## config.mk

```make
export PLATFORM = sky130hd
export DESIGN_NAME = sixteen_segment_char_serializer_unit
export DESIGN_NICKNAME = d
export VERILOG_FILES = /design/src/hdl/ssc_pkg.sv /design/src/hdl/ssc_encoder.sv /design/src/hdl/ssc_shifter.sv /design/src/hdl/sixteen_segment_char_serializer_unit.sv
export VERILOG_INCLUDE_DIRS = /design/src /design/src/hdl
export SDC_FILE = /design/constraint.sdc
export NUM_CORES = 1
export LEC_CHECK = 0
export BUFFER_PORTS_ARGS = -buffer_cell sky130_fd_sc_hd__buf_4
export CORE_MARGIN = 2
export CORE_UTILIZATION = 40
export CTS_CLUSTER_SIZE = 16
export DETAILED_ROUTE_END_ITERATION = 16
export PLACE_DENSITY = 0.58
export SETUP_SLACK_MARGIN = 0.5
export SLEW_MARGIN = 20
export SYNTH_ARGS = -nofsm -noshare
export SYNTH_HDL_FRONTEND = slang
export SYNTH_SLANG_ARGS = --single-unit
```

## constraint.sdc

```tcl
create_clock -name clk -period 3.67 [get_ports clk]
set_input_delay 0.367 -clock clk [delete_from_list [all_inputs] [get_ports clk]]
set_output_delay 0.367 -clock clk [all_outputs]
set_load 0.02 [all_outputs]
```

## src/hdl/sixteen_segment_char_serializer_unit_defines.svh

```systemverilog
// assertion macros shared by the serializer modules
// no dependencies; expects clk and rst_n in the including module
`ifndef SIXTEEN_SEGMENT_CHAR_SERIALIZER_UNIT_DEFINES_SVH
`define SIXTEEN_SEGMENT_CHAR_SERIALIZER_UNIT_DEFINES_SVH

// check on every clock edge outside reset
`define SSC_ASSERT(lbl, prop, msg) \
    lbl: assert property (@(posedge clk) disable iff (!rst_n) prop) else $error(msg);

// check on every clock edge, reset included
`define SSC_ASSERT_ALWAYS(lbl, prop, msg) \
    lbl: assert property (@(posedge clk) prop) else $error(msg);

`endif

```

## src/hdl/ssc_pkg.sv

```systemverilog
// types, constants and font tables for the sixteen-segment serializer
// no dependencies
package ssc_pkg;

    localparam int SEG_W = 16;
    localparam int CNT_W = $clog2(SEG_W);
    localparam logic [CNT_W-1:0] LAST_BIT = CNT_W'(SEG_W - 1);

    typedef logic [SEG_W-1:0] seg_t;

    // command codes
    typedef enum logic [1:0] {
        CMD_ASCII  = 2'd0,
        CMD_RAW    = 2'd1,
        CMD_SYMBOL = 2'd2,
        CMD_NONE   = 2'd3
    } cmd_t;

    // symbol character codes, digit and letter bounds and case offset
    localparam logic [7:0] CH_SPACE  = 8'h20;
    localparam logic [7:0] CH_UNDER  = 8'h5F;
    localparam logic [7:0] CH_HYPHEN = 8'h2D;
    localparam logic [7:0] CH_BSLASH = 8'h5C;
    localparam logic [7:0] CH_BAR    = 8'h7C;
    localparam logic [7:0] CH_SLASH  = 8'h2F;
    localparam logic [7:0] CH_PLUS   = 8'h2B;
    localparam logic [7:0] CH_STAR   = 8'h2A;
    localparam logic [7:0] CH_ZERO   = 8'h30;
    localparam logic [7:0] CH_NINE   = 8'h39;
    localparam logic [7:0] CH_UPPER_A = 8'h41;
    localparam logic [7:0] CH_UPPER_Z = 8'h5A;
    localparam logic [7:0] CH_LOWER_A = 8'h61;
    localparam logic [7:0] CH_LOWER_Z = 8'h7A;
    localparam logic [7:0] CASE_OFFSET = 8'h20;

    localparam int NUM_SYMBOLS = 8;

    localparam seg_t DIGIT_FONT [10] = '{
        16'hFF09, 16'h3000, 16'hEEC0, 16'hFCC0, 16'h31C0,
        16'hCD84, 16'hDFC0, 16'hF000, 16'hFFC0, 16'hFDC0
    };

    localparam seg_t LETTER_FONT [26] = '{
        16'hF3C0, 16'hFC52, 16'hCF00, 16'hFC12, 16'hCFC0, 16'hC380, 16'hDF40, 16'h33C0,
        16'hCC12, 16'h3E00, 16'h038C, 16'h0F00, 16'h3328, 16'h3324, 16'hFF00, 16'hE3C0,
        16'hFF04, 16'hE3C4, 16'hDDC0, 16'hC012, 16'h3F00, 16'h0F09, 16'h3305, 16'h002D,
        16'h002A, 16'hCC09
    };

    // blank, underbar, hyphen, backslash, bar, slash, plus, star
    localparam seg_t SYMBOL_FONT [NUM_SYMBOLS] = '{
        16'h0000, 16'h0C00, 16'h00C0, 16'h0024, 16'h0012, 16'h0009, 16'h00D2, 16'h00FF
    };

    // what the holding register hands to the shifter on a load
    typedef struct packed {
        seg_t pattern;
        logic display;
    } load_t;

endpackage

```

## src/hdl/ssc_encoder.sv

```systemverilog
// font lookup: turns a command and payload into a segment pattern
// depends on ssc_pkg
module ssc_encoder
    import ssc_pkg::*;
(
    input  logic [1:0]       cmd,
    input  logic [SEG_W-1:0] payload,
    output seg_t             pattern,
    output logic             emit
);

    logic [7:0] code;
    logic [7:0] folded;
    logic [7:0] letter_idx;
    logic [7:0] digit_idx;
    seg_t       char_pat;

    // fold lower case and look the character up
    always_comb
    begin
        code = payload[7:0];
        if (code >= CH_LOWER_A && code <= CH_LOWER_Z)
        begin
            folded = code - CASE_OFFSET;
        end
        else
        begin
            folded = code;
        end
        letter_idx = folded - CH_UPPER_A;
        digit_idx  = folded - CH_ZERO;
        if (folded >= CH_UPPER_A && folded <= CH_UPPER_Z)
        begin
            char_pat = LETTER_FONT[letter_idx[4:0]];
        end
        else if (folded >= CH_ZERO && folded <= CH_NINE)
        begin
            char_pat = DIGIT_FONT[digit_idx[3:0]];
        end
        else
        begin
            unique case (folded)
                CH_SPACE:  char_pat = SYMBOL_FONT[0];
                CH_UNDER:  char_pat = SYMBOL_FONT[1];
                CH_HYPHEN: char_pat = SYMBOL_FONT[2];
                CH_BSLASH: char_pat = SYMBOL_FONT[3];
                CH_BAR:    char_pat = SYMBOL_FONT[4];
                CH_SLASH:  char_pat = SYMBOL_FONT[5];
                CH_PLUS:   char_pat = SYMBOL_FONT[6];
                CH_STAR:   char_pat = SYMBOL_FONT[7];
                default:   char_pat = '0;
            endcase
        end
    end

    // pick the pattern source by command
    always_comb
    begin
        unique case (cmd_t'(cmd))
            CMD_ASCII:
            begin
                pattern = char_pat;
                emit    = 1'b1;
            end
            CMD_RAW:
            begin
                pattern = payload;
                emit    = 1'b1;
            end
            CMD_SYMBOL:
            begin
                if (payload < SEG_W'(NUM_SYMBOLS))
                begin
                    pattern = SYMBOL_FONT[payload[2:0]];
                end
                else
                begin
                    pattern = '0;
                end
                emit = 1'b1;
            end
            default:
            begin
                pattern = '0;
                emit    = 1'b0;
            end
        endcase
    end

endmodule

```

## src/hdl/ssc_shifter.sv

```systemverilog
// serial shift-out of one pattern, lsb first, with the latch mark on the last bit
// depends on ssc_pkg and the assertion macro header
`include "sixteen_segment_char_serializer_unit_defines.svh"

module ssc_shifter
    import ssc_pkg::*;
(
    input  logic  clk,
    input  logic  rst_n,
    input  logic  load,
    input  load_t load_data,
    output logic  ready,
    output logic  bit_valid,
    input  logic  bit_stall,
    output logic  target_display,
    output logic  serial_bit,
    output logic  latch_now
);

    seg_t             pattern_reg, pattern_next;
    logic             display_reg, display_next;
    logic [CNT_W-1:0] cnt_reg, cnt_next;
    logic             busy_reg, busy_next;
    logic             take;

    assign take  = busy_reg && !bit_stall;
    assign ready = !busy_reg || (take && cnt_reg == LAST_BIT);

    // next shift state: load, advance on a taken bit, or go idle after the last
    always_comb
    begin
        pattern_next = pattern_reg;
        display_next = display_reg;
        cnt_next     = cnt_reg;
        busy_next    = busy_reg;
        if (load)
        begin
            pattern_next = load_data.pattern;
            display_next = load_data.display;
            cnt_next     = '0;
            busy_next    = 1'b1;
        end
        else if (take)
        begin
            if (cnt_reg == LAST_BIT)
            begin
                busy_next = 1'b0;
            end
            else
            begin
                pattern_next = pattern_reg >> 1;
                cnt_next     = cnt_reg + 1'b1;
            end
        end
    end

    // control state
    always_ff @(posedge clk or negedge rst_n)
    begin
        if (!rst_n)
        begin
            busy_reg <= 1'b0;
            cnt_reg  <= '0;
        end
        else
        begin
            busy_reg <= busy_next;
            cnt_reg  <= cnt_next;
        end
    end

    // payload
    always_ff @(posedge clk)
    begin
        pattern_reg <= pattern_next;
        display_reg <= display_next;
    end

    assign bit_valid      = busy_reg;
    assign serial_bit     = pattern_reg[0];
    assign target_display = display_reg;
    assign latch_now      = (cnt_reg == LAST_BIT);

    `SSC_ASSERT(a_load_starts, load |=> (bit_valid && cnt_reg == '0), "load did not restart bits")
    `SSC_ASSERT(a_bit_advance, (take && !latch_now && !load) |=> (bit_valid && cnt_reg == CNT_W'($past(cnt_reg) + 1'b1)), "bit counter did not advance")
    `SSC_ASSERT(a_last_ends, (take && latch_now && !load) |=> !bit_valid, "shifter kept running after last bit")
    `SSC_ASSERT_ALWAYS(a_no_load_busy, (load && busy_reg) |-> (take && latch_now), "load overwrote a pattern in flight")

endmodule

```

## src/hdl/sixteen_segment_char_serializer_unit.sv

```systemverilog
// top level of the sixteen-segment serializer: holding register, encoder, shifter
// depends on ssc_pkg, ssc_encoder, ssc_shifter and the assertion macro header
//
//   channel  | valid      | stall      | payload
//   ---------+------------+------------+-----------------------------------------
//   item     | item_valid | item_stall | cmd, display_select, payload
//   bit      | bit_valid  | bit_stall  | target_display, serial_bit, latch_now
//
// each item yields 16 bit transactions, one per cycle unless bit_stall holds
// them back; the shifter's bit counter sets that figure of 16 transactions
// a holding register takes the next item while the shifter still runs, and the
// item moves over (through the font encoder) in the cycle the last bit is taken
// an item with the undefined command is dropped from the holding register unloaded
// rst_n clears all control state asynchronously; bit_stall freezes the shifter
`include "sixteen_segment_char_serializer_unit_defines.svh"

module sixteen_segment_char_serializer_unit
    import ssc_pkg::*;
(
    input  logic             clk,
    input  logic             rst_n,
    input  logic             item_valid,
    output logic             item_stall,
    input  logic [1:0]       cmd,
    input  logic             display_select,
    input  logic [SEG_W-1:0] payload,
    output logic             bit_valid,
    input  logic             bit_stall,
    output logic             target_display,
    output logic             serial_bit,
    output logic             latch_now
);

    logic             hold_valid_reg, hold_valid_next;
    logic [1:0]       hold_cmd_reg;
    logic             hold_sel_reg;
    logic [SEG_W-1:0] hold_payload_reg;
    seg_t             enc_pattern;
    logic             enc_emit;
    logic             shift_ready;
    logic             load;
    logic             hold_free;
    logic             accept;
    load_t            load_data;

    // font lookup on the held transaction
    ssc_encoder u_encoder (
        .cmd     (hold_cmd_reg),
        .payload (hold_payload_reg),
        .pattern (enc_pattern),
        .emit    (enc_emit)
    );

    // hand-off: undefined commands drop, others wait for the shifter
    assign load      = hold_valid_reg && enc_emit && shift_ready;
    assign hold_free = !hold_valid_reg || !enc_emit || shift_ready;
    assign item_stall = !hold_free;
    assign accept    = item_valid && hold_free;

    assign load_data.pattern = enc_pattern;
    assign load_data.display = hold_sel_reg;

    always_comb
    begin
        if (accept)
        begin
            hold_valid_next = 1'b1;
        end
        else if (hold_free)
        begin
            hold_valid_next = 1'b0;
        end
        else
        begin
            hold_valid_next = hold_valid_reg;
        end
    end

    // holding register control
    always_ff @(posedge clk or negedge rst_n)
    begin
        if (!rst_n)
        begin
            hold_valid_reg <= 1'b0;
        end
        else
        begin
            hold_valid_reg <= hold_valid_next;
        end
    end

    // holding register payload
    always_ff @(posedge clk)
    begin
        if (accept)
        begin
            hold_cmd_reg     <= cmd;
            hold_sel_reg     <= display_select;
            hold_payload_reg <= payload;
        end
    end

    ssc_shifter u_shifter (
        .clk            (clk),
        .rst_n          (rst_n),
        .load           (load),
        .load_data      (load_data),
        .ready          (shift_ready),
        .bit_valid      (bit_valid),
        .bit_stall      (bit_stall),
        .target_display (target_display),
        .serial_bit     (serial_bit),
        .latch_now      (latch_now)
    );

    `SSC_ASSERT(a_drop_no_load, (hold_valid_reg && hold_cmd_reg == CMD_NONE) |-> (!load && !item_stall), "undefined command was loaded or blocked input")
    `SSC_ASSERT(a_stall_keeps, (hold_valid_reg && item_stall) |=> (hold_valid_reg && $stable(hold_payload_reg)), "held transaction lost while stalled")

endmodule

```

* Word level (Yosys, flattened, before mapping)
Memory sizes are Yosys's and may differ from the RTL's. Cells that the tools add are included.
Storage, ports and cells: memory bits (read-only) 896, memories kept 3, input port bits 23, word-level logic and storage cells 86, output and inout port bits 5, register bits 42
Operators by class: reductions and logical operators 23, $add $sub $neg 4, bitwise gates (word level) 3, muxes and demuxes 24, $lt $le $gt $ge 10, equal/unequal tests 11
Memories:
- (name not given) | words 32, bits a word 16, read ports 1, clocked after Yosys merged registers in 0, wr ports 0, RTL line ssc_encoder.sv:34 | char_pat = LETTER_FONT[letter_idx[4:0]];
- (name not given) | words 16, bits a word 16, read ports 1, clocked after Yosys merged registers in 0, wr ports 0, RTL line ssc_encoder.sv:38 | char_pat = DIGIT_FONT[digit_idx[3:0]];
- (name not given) | words 8, bits a word 16, read ports 1, clocked after Yosys merged registers in 0, wr ports 0, RTL line ssc_encoder.sv:74 | pattern = SYMBOL_FONT[payload[2:0]];
Operator list (count):
- $mux 16 | 12
- $pmux 12 s7 | 1
- $pmux 16 s3 | 1
- $eq 8x6->1 const B | 4
- $eq 8x7->1 const B | 3
- $ge 8x7->1 const B | 2
- $le 8x7->1 const B | 2
- $lt 16x4->1 const B | 1
- $mux 4 | 3
- $ge 8x6->1 const B | 1
- $le 8x6->1 const B | 1
- $logic_and 1x1->1 | 8
- $mux 8 | 1
- $sub 8x6->8 const B | 1
- $ge 6x6->1 const B | 1
- $mux 1 | 6
- $not 5->6 | 1
- $reduce_bool 2->1 | 3
- $ge 5x5->1 const B | 1
- $logic_not 1->1 | 5
- $not 4->5 | 1
- $sub 5x1->5 const B | 1
- $add 4x1->4 const B | 1
- $eq 4x4->1 const B | 1
- other kinds (10) | 13

* Logic depth before layout (Yosys ltp)
depth after elaboration 12, gate-level depth with buffers 11

* By module
Synthesis repeated with hierarchy kept, for this count alone.
Second synthesis, totals: cells, all modules 333, area, all modules 3235.6 um2
Modules (own cells, without submodules):
- ssc_encoder | times used 1, cells an instance 246, area an instance 1624.1 um2, seq. area each 0.0 um2
- ssc_shifter | times used 1, cells an instance 62, area an instance 972.2 um2, seq. area each 635.6 um2
- sixteen_segment_char_serializer_unit | times used 1, cells an instance 25, area an instance 639.4 um2, seq. area each 595.6 um2

* Worst setup path before layout
Ideal clock, no wire load.
kind reg2reg, from register hold_payload_reg[1], to register u_shifter.pattern_reg[13] (data pin), library setup time 152 ps, path slack 820 ps, arrival 2699 ps, period minus slack after synthesis 2850 ps, required time 3518 ps, path buffers 3, cell stages (with the launch flop) 12, path through edfxtp_1 -> clkbuf_1 -> inv_1 -> ha_1 -> ha_1 -> clkbuf_1 -> buf_1 -> nand2_1 -> o21ai_0 -> o211ai_1 -> a21o_1 -> a31oi_1
Between the ends: longest elaborated chain between the ends 12, elaborated cells between the ends (all ways) 31, those cells by class 3 x add/sub; 7 x order compare; 12 x mux; 3 x bitwise; 3 x reduce/logical; 3 x memory
RTL lines:
- from (decl) | RTL line sixteen_segment_char_serializer_unit.sv:37 | logic [SEG_W-1:0] hold_payload_reg;
- from (signal assigned) | RTL line sixteen_segment_char_serializer_unit.sv:99 | hold_payload_reg <= payload;
- $ge 8x7->1 / $le 8x7->1 (equally long branches) | RTL line ssc_encoder.sv:22 | if (code >= CH_LOWER_A && code <= CH_LOWER_Z)
- $logic_and 1x1->1 | RTL line ssc_encoder.sv:22
- $mux 8 | RTL line ssc_encoder.sv:22
- $sub 4x1->4 | RTL line ssc_encoder.sv:31 | digit_idx = folded - CH_ZERO;
- $not 4->5 (not written as such) | RTL line ssc_encoder.sv:38
- $mem_v2 16x16
- $mux 16 (not written as such) (2 in a row) | RTL line ssc_encoder.sv:38
- $mux 16 | RTL line ssc_encoder.sv:36 | else if (folded >= CH_ZERO && folded <= CH_NINE)
- $mux 16 | RTL line ssc_encoder.sv:32 | if (folded >= CH_UPPER_A && folded <= CH_UPPER_Z)
- $pmux 16 s3 (*) | RTL line ssc_encoder.sv:59 | unique case (cmd_t'(cmd))
- $mux 16 (*) | RTL line ssc_shifter.sv:36 | if (load)
- named net u_shifter.pattern_next[13] | RTL line ssc_shifter.sv:20 | seg_t pattern_reg, pattern_next;
- to (signal assigned) | RTL line ssc_shifter.sv:75 | pattern_reg <= pattern_next;
- to (decl) | RTL line ssc_shifter.sv:20
Mark *: on every way through the listed nets, which the timed path passes. The rest lies on a longest branch. The select of a mux whose other input is x is not followed. A chain may end at the register's enable or synchronous reset.

* Worst setup path in the final report
from register hold_payload_reg[0], to register u_shifter.pattern_reg[15] (data pin)
Between the ends: longest elaborated chain between the ends 12, elaborated cells between the ends (all ways) 31, those cells by class 3 x add/sub; 7 x order compare; 12 x mux; 3 x bitwise; 3 x reduce/logical; 3 x memory
RTL lines (RTL line):
- $ge 8x7->1 / $le 8x7->1 (equally long branches) | ssc_encoder.sv:22
- $logic_and 1x1->1 | ssc_encoder.sv:22
- $mux 8 | ssc_encoder.sv:22
- $sub 4x1->4 | ssc_encoder.sv:31
- $not 4->5 (not written as such) | ssc_encoder.sv:38
- $mem_v2 16x16
- $mux 16 (not written as such) (2 in a row) | ssc_encoder.sv:38
- $mux 16 | ssc_encoder.sv:36
- $mux 16 | ssc_encoder.sv:32
- $pmux 16 s3 (*) | ssc_encoder.sv:59
- $mux 16 (*) | ssc_shifter.sv:36
Every way passes the cells marked *; elsewhere a longest branch is shown, timed or not. The select of a mux whose other input is x is not followed.

==> flow_summary.html <==
<table>
<tr><th>Metric</th><th>Value</th></tr>
<tr><th colspan="2">Logic synthesis</th></tr>
<tr><td>Number of flops mapped to enable cells by yosys</td><td>36</td></tr>
<tr><td>Synth async-reset ratio</td><td>0.1429</td></tr>
<tr><td>Post-Synthesis Cell Area</td><td>0.003196 mm^2</td></tr>
<tr><td>Cell types with the highest counts after synthesis</td><td>37 x sky130_fd_sc_hd__nor2_1, 36 x sky130_fd_sc_hd__edfxtp_1, 34 x sky130_fd_sc_hd__nand2_1, 33 x sky130_fd_sc_hd__a21oi_1, 26 x sky130_fd_sc_hd__o21ai_0</td></tr>
<tr><td>Proportion of synthesized area in mux cells</td><td>0.01253</td></tr>
<tr><td>Yosys warnings</td><td>0</td></tr>
<tr><td>Main combinational cell family by area after synthesis</td><td>compound AO/OA/AOI/OAI gates</td></tr>
<tr><td>Average cell area after synthesis</td><td>8.976 um^2</td></tr>
<tr><td>Main synth FF type</td><td>sky130_fd_sc_hd__edfxtp_1</td></tr>
<tr><td>Fraction of the mapped netlist area in adder cells</td><td>0.05873</td></tr>
<tr><td>Post-synthesis share of cell area spent on and, or, nand and nor gates</td><td>0.1883</td></tr>
<tr><td>Sequential element share of the synthesized area</td><td>0.3853</td></tr>
<tr><td>Complex-gate fraction of the synthesized area</td><td>0.2815</td></tr>
<tr><td>Distinct cells, synth</td><td>66</td></tr>
<tr><td>Synth Register Bits</td><td>42</td></tr>
<tr><td>Most numerous cell in the Yosys netlist</td><td>sky130_fd_sc_hd__nor2_1</td></tr>
<tr><td>Biggest area contributors in the synthesized netlist</td><td>sky130_fd_sc_hd__edfxtp_1 34%, sky130_fd_sc_hd__ha_1 5.9%, sky130_fd_sc_hd__a21oi_1 5.2%, sky130_fd_sc_hd__dfrtp_1 4.7%, sky130_fd_sc_hd__nor2_1 4.3%</td></tr>
<tr><td>Post-synth top area cell</td><td>sky130_fd_sc_hd__edfxtp_1</td></tr>
<tr><td>Post-synthesis xor/xnor area fraction</td><td>0.01919</td></tr>
<tr><td>Fraction of post-synthesis cell area in the top cell type by area</td><td>0.3383</td></tr>
<tr><td>Post-Syn Nets</td><td>394</td></tr>
<tr><td>Cell count after synthesis</td><td>356</td></tr>
<tr><th colspan="2">Timing</th></tr>
<tr><td>Tightest Pin Transition</td><td>0.6970 ns</td></tr>
<tr><td>Minimum period implied by the final worst setup slack</td><td>2.917 ns</td></tr>
<tr><td># setup viols final</td><td>0</td></tr>
<tr><td>Max-slew headroom</td><td>0.5342</td></tr>
<tr><td>Maximum clock skew at final layout</td><td>0.009400 ns</td></tr>
<tr><td>Max Transition Viols Final</td><td>0</td></tr>
<tr><td>Max Clk Rate</td><td>342.9 MHz</td></tr>
<tr><td>Hold Vio Cnt, Final</td><td>0</td></tr>
<tr><td>Post-route clock period utilization</td><td>0.7947</td></tr>
<tr><td>Setup repair after global routing missed its margin</td><td>no</td></tr>
<tr><td>Setup TNS</td><td>0 ns</td></tr>
<tr><th colspan="2">Global route</th></tr>
<tr><td>Via count of the first global-routing pass</td><td>2737</td></tr>
<tr><td>Maximum number of pins on one net before global-route repair</td><td>29</td></tr>
<tr><td>First-pass GRT wire length</td><td>14.38 mm</td></tr>
<tr><td>Overflow left after global routing</td><td>0</td></tr>
<tr><td>Number of antenna violations at the first check in global routing</td><td>0</td></tr>
<tr><td>All-Layer GR Usage</td><td>0.2107</td></tr>
<tr><th colspan="2">Clock tree</th></tr>
<tr><td>Clock root buffer</td><td>sky130_fd_sc_hd__clkbuf_8</td></tr>
<tr><td>Deepest level of the CTS H-tree</td><td>2</td></tr>
<tr><td>Clk sinks</td><td>42</td></tr>
<tr><td>Clock Path Buffers</td><td>2</td></tr>
<tr><td>Clock network latency to the later pin of the worst-skew pair</td><td>0.30 ns</td></tr>
<tr><td>Cts bufs inserted</td><td>5</td></tr>
<tr><td>Number of setup buffers added after CTS</td><td>0</td></tr>
<tr><td>Clock-pin slew on the worst setup and hold paths</td><td>0.08 ns</td></tr>
<tr><td>Post-CTS resize count</td><td>0</td></tr>
<tr><td>Clock tree from TritonCTS</td><td>done</td></tr>
<tr><th colspan="2">Final layout</th></tr>
<tr><td>Number of nets at the end of the flow</td><td>416</td></tr>
<tr><td>Antenna Diode Count</td><td>0</td></tr>
<tr><td>Area of combinational cells with multiple inputs</td><td>0.001790 mm^2</td></tr>
<tr><td>Layout Cell Area excl Fill</td><td>0.003582 mm^2</td></tr>
<tr><td>Final-layout fill cell count</td><td>748</td></tr>
<tr><td>Area overhead of the layout relative to synthesis</td><td>12.10%</td></tr>
<tr><td>Total area of sequential cells</td><td>0.001231 mm^2</td></tr>
<tr><td>Ratio of cells with drive above 1 in the final layout</td><td>0.1557</td></tr>
<tr><th colspan="2">Floorplan</th></tr>
<tr><td>Std cell rows</td><td>32</td></tr>
<tr><td>Total I/O pin count</td><td>28</td></tr>
<tr><td>Die outline area</td><td>0.008720 mm^2</td></tr>
<tr><td>Core region area</td><td>0.007727 mm^2</td></tr>
<tr><td>Width of the die</td><td>93.38 um</td></tr>
<tr><td>Starting Density</td><td>0.4135</td></tr>
<tr><td>Die H</td><td>93.38 um</td></tr>
<tr><th colspan="2">Place</th></tr>
<tr><td>Total of buffers placed on input and output ports</td><td>27</td></tr>
<tr><td>Detailed placement HPWL</td><td>6.368 mm</td></tr>
<tr><td>Placed Area</td><td>0.003487 mm^2</td></tr>
<tr><td>GPL Wtd Cong</td><td>0.9703</td></tr>
<tr><th colspan="2">Setup path</th></tr>
<tr><td>Required time reported for the critical path endpoint</td><td>3.71 ns</td></tr>
<tr><td>Type of the worst setup path</td><td>reg -&gt; reg</td></tr>
<tr><td>Crit path max fanout</td><td>21</td></tr>
<tr><td>Arrival time of data at the critical path endpoint</td><td>2.95 ns</td></tr>
<tr><td>Worst Setup Start Kind</td><td>register</td></tr>
<tr><td>Crit path capture type</td><td>register</td></tr>
<tr><th colspan="2">Drt</th></tr>
<tr><td>Average routed wire per standard cell</td><td>18.20 um</td></tr>
<tr><td>Via count</td><td>2939</td></tr>
<tr><td>Drc violations</td><td>0</td></tr>
<tr><td>Number of iterations in the first detailed-routing pass</td><td>6</td></tr>
<tr><td>Drt first-iter violations</td><td>364</td></tr>
<tr><td>Residual antenna-violating net count after detailed routing</td><td>0</td></tr>
<tr><td>Drt via density</td><td>6.110</td></tr>
<tr><td>Wire length after detailed routing</td><td>8.755 mm</td></tr>
<tr><th colspan="2">Flow run</th></tr>
<tr><td>Max-cap violation count</td><td>0</td></tr>
<tr><th colspan="2">Pwr</th></tr>
<tr><td>Power dissipated by switching net loads</td><td>0.5570 mW</td></tr>
<tr><td>Sequential share of power</td><td>0.460</td></tr>
<tr><td>Internal power consumption</td><td>0.9790 mW</td></tr>
<tr><td>Switching Share</td><td>0.3626</td></tr>
<tr><td>Gate power share</td><td>0.351</td></tr>
<tr><td>Share of total power in the clock network</td><td>0.189</td></tr>
<tr><td>Reported leakage power</td><td>1.276 nW</td></tr>
<tr><td>Peak supply drop</td><td>0.1742 mV</td></tr>
<tr><td>Power density over the cells</td><td>428.8 mW/mm^2</td></tr>
<tr><th colspan="2">Hold path</th></tr>
<tr><td>Worst min-delay path category</td><td>in -&gt; reg</td></tr>
<tr><th colspan="2">Status</th></tr>
<tr><td>Result of the run</td><td>finished, final reports clean</td></tr>
</table>
final timing paths:
check                                         startpoint                                      end  slack, ns  depth (start not counted)
setup reg to reg           hold_payload_reg[0]$_DFFE_PP_  u_shifter.pattern_reg[15]$_SDFFCE_PN0P_       0.75                         10
max in group asynchronous                          rst_n         u_shifter.cnt_reg[3]$_DFFE_PN0P_       3.16                          2
setup / recovery           hold_payload_reg[0]$_DFFE_PP_  u_shifter.pattern_reg[15]$_SDFFCE_PN0P_       0.75                         10
min in group asynchronous                          rst_n         u_shifter.cnt_reg[2]$_DFFE_PN0P_       0.40                          2
hold / removal                            display_select                   hold_sel_reg$_DFFE_PP_       0.24                          1
hold reg to reg                   hold_sel_reg$_DFFE_PP_       u_shifter.target_display$_DFFE_PP_       0.43                          0
kinds of logic (layout without fill, tap and decap cells):
| logic type | Yosys count | count (layout) |
|---|---|---|
| AOI/OAI and AO/OA | 132 | 132 |
| DFF | 42 | 42 |
| adders and majority gates | 15 | 15 |
| and+or+nand+nor | 119 | 119 |
| xor gates and xnor gates | 7 | 7 |
| buffers and inverters | 37 | 60 |
| muxes | 4 | 4 |
worst max-delay path: stages (launching register included):
cell and delay (ns):
sky130_fd_sc_hd__edfxtp_1 0.39, sky130_fd_sc_hd__inv_1 0.19, sky130_fd_sc_hd__ha_1 0.37, sky130_fd_sc_hd__ha_1 0.17, sky130_fd_sc_hd__buf_4 0.23, sky130_fd_sc_hd__clkinv_1 0.28, sky130_fd_sc_hd__nor2_1 0.17, sky130_fd_sc_hd__mux2i_1 0.09
sky130_fd_sc_hd__o221a_2 0.30, sky130_fd_sc_hd__a221oi_1 0.36, sky130_fd_sc_hd__nor3_1 0.10
stage by stage:
step / cells / utilization / setup slack, ns / hold WS [ns] / total power [mW]
2_1_floorplan: 356 / - / 0.8196 / 0.07141 / 1.085
3_3_place_gp: 472 / 0.4513 / 0.9381 / 0.1790 / 1.240
3_5_place_dp: 472 / 0.4513 / 0.8451 / 0.1805 / 1.248
4_1_cts: 481 / 0.4636 / 0.8406 / 0.2327 / 1.540
5_1_grt: 481 / 0.4636 / 0.5791 / 0.2296 / 1.635
6_report: 481 / 0.4636 / 0.7534 / 0.2396 / 1.536
cell type report:
cell class,count,area share
sequential,42,0.3437
multi-input combinational,277,0.4998
clock inverter,3,0.004541
timing repair buffer,40,0.08453
clock buffer,5,0.01921
inverter,12,0.01257
tap,102,0.03563
cell usage in the layout (no fill, tap or decap), types with 4 or more instances in the layout:
cell                        n
sky130_fd_sc_hd__mux2i_1    4
sky130_fd_sc_hd__nand2b_1   4
sky130_fd_sc_hd__xnor2_1    4
sky130_fd_sc_hd__a21oi_1   33
sky130_fd_sc_hd__nor2b_1    7
sky130_fd_sc_hd__ha_1      15
sky130_fd_sc_hd__nor3_1     5
sky130_fd_sc_hd__edfxtp_1  36
sky130_fd_sc_hd__buf_4     39
sky130_fd_sc_hd__inv_1     10
sky130_fd_sc_hd__a41oi_1    4
sky130_fd_sc_hd__nand3_1    8
sky130_fd_sc_hd__nor2_1    37
sky130_fd_sc_hd__dfrtp_1    6
sky130_fd_sc_hd__a31oi_1    7
sky130_fd_sc_hd__o21ai_0   26
sky130_fd_sc_hd__o211ai_1   8
sky130_fd_sc_hd__a211oi_1   8
sky130_fd_sc_hd__nand2_1   34
sky130_fd_sc_hd__clkbuf_8   5
layer usage:
metal / GRT usage / wire [um]
met5: 0 / 0
met4: 0.08701 / 316
met3: 0.03143 / 486
met2: 0.3153 / 3971
met1: 0.3036 / 3981
power by group through the flow:
stage | Clock, mW | Combinational, mW | Sequential [mW]
floorplan | 0 | 0.387 | 0.698
global placement | 0 | 0.527 | 0.713
detailed placement | 0 | 0.531 | 0.717
CTS | 0.300 | 0.533 | 0.708
global route | 0.316 | 0.602 | 0.717
finish | 0.290 | 0.539 | 0.707
timing repair:
action,CTS,global route
hold endpoints to repair,6,0
setup endpoints to repair,0,0
hold buffers,1,0
Power figures use the tool's default switching activity.
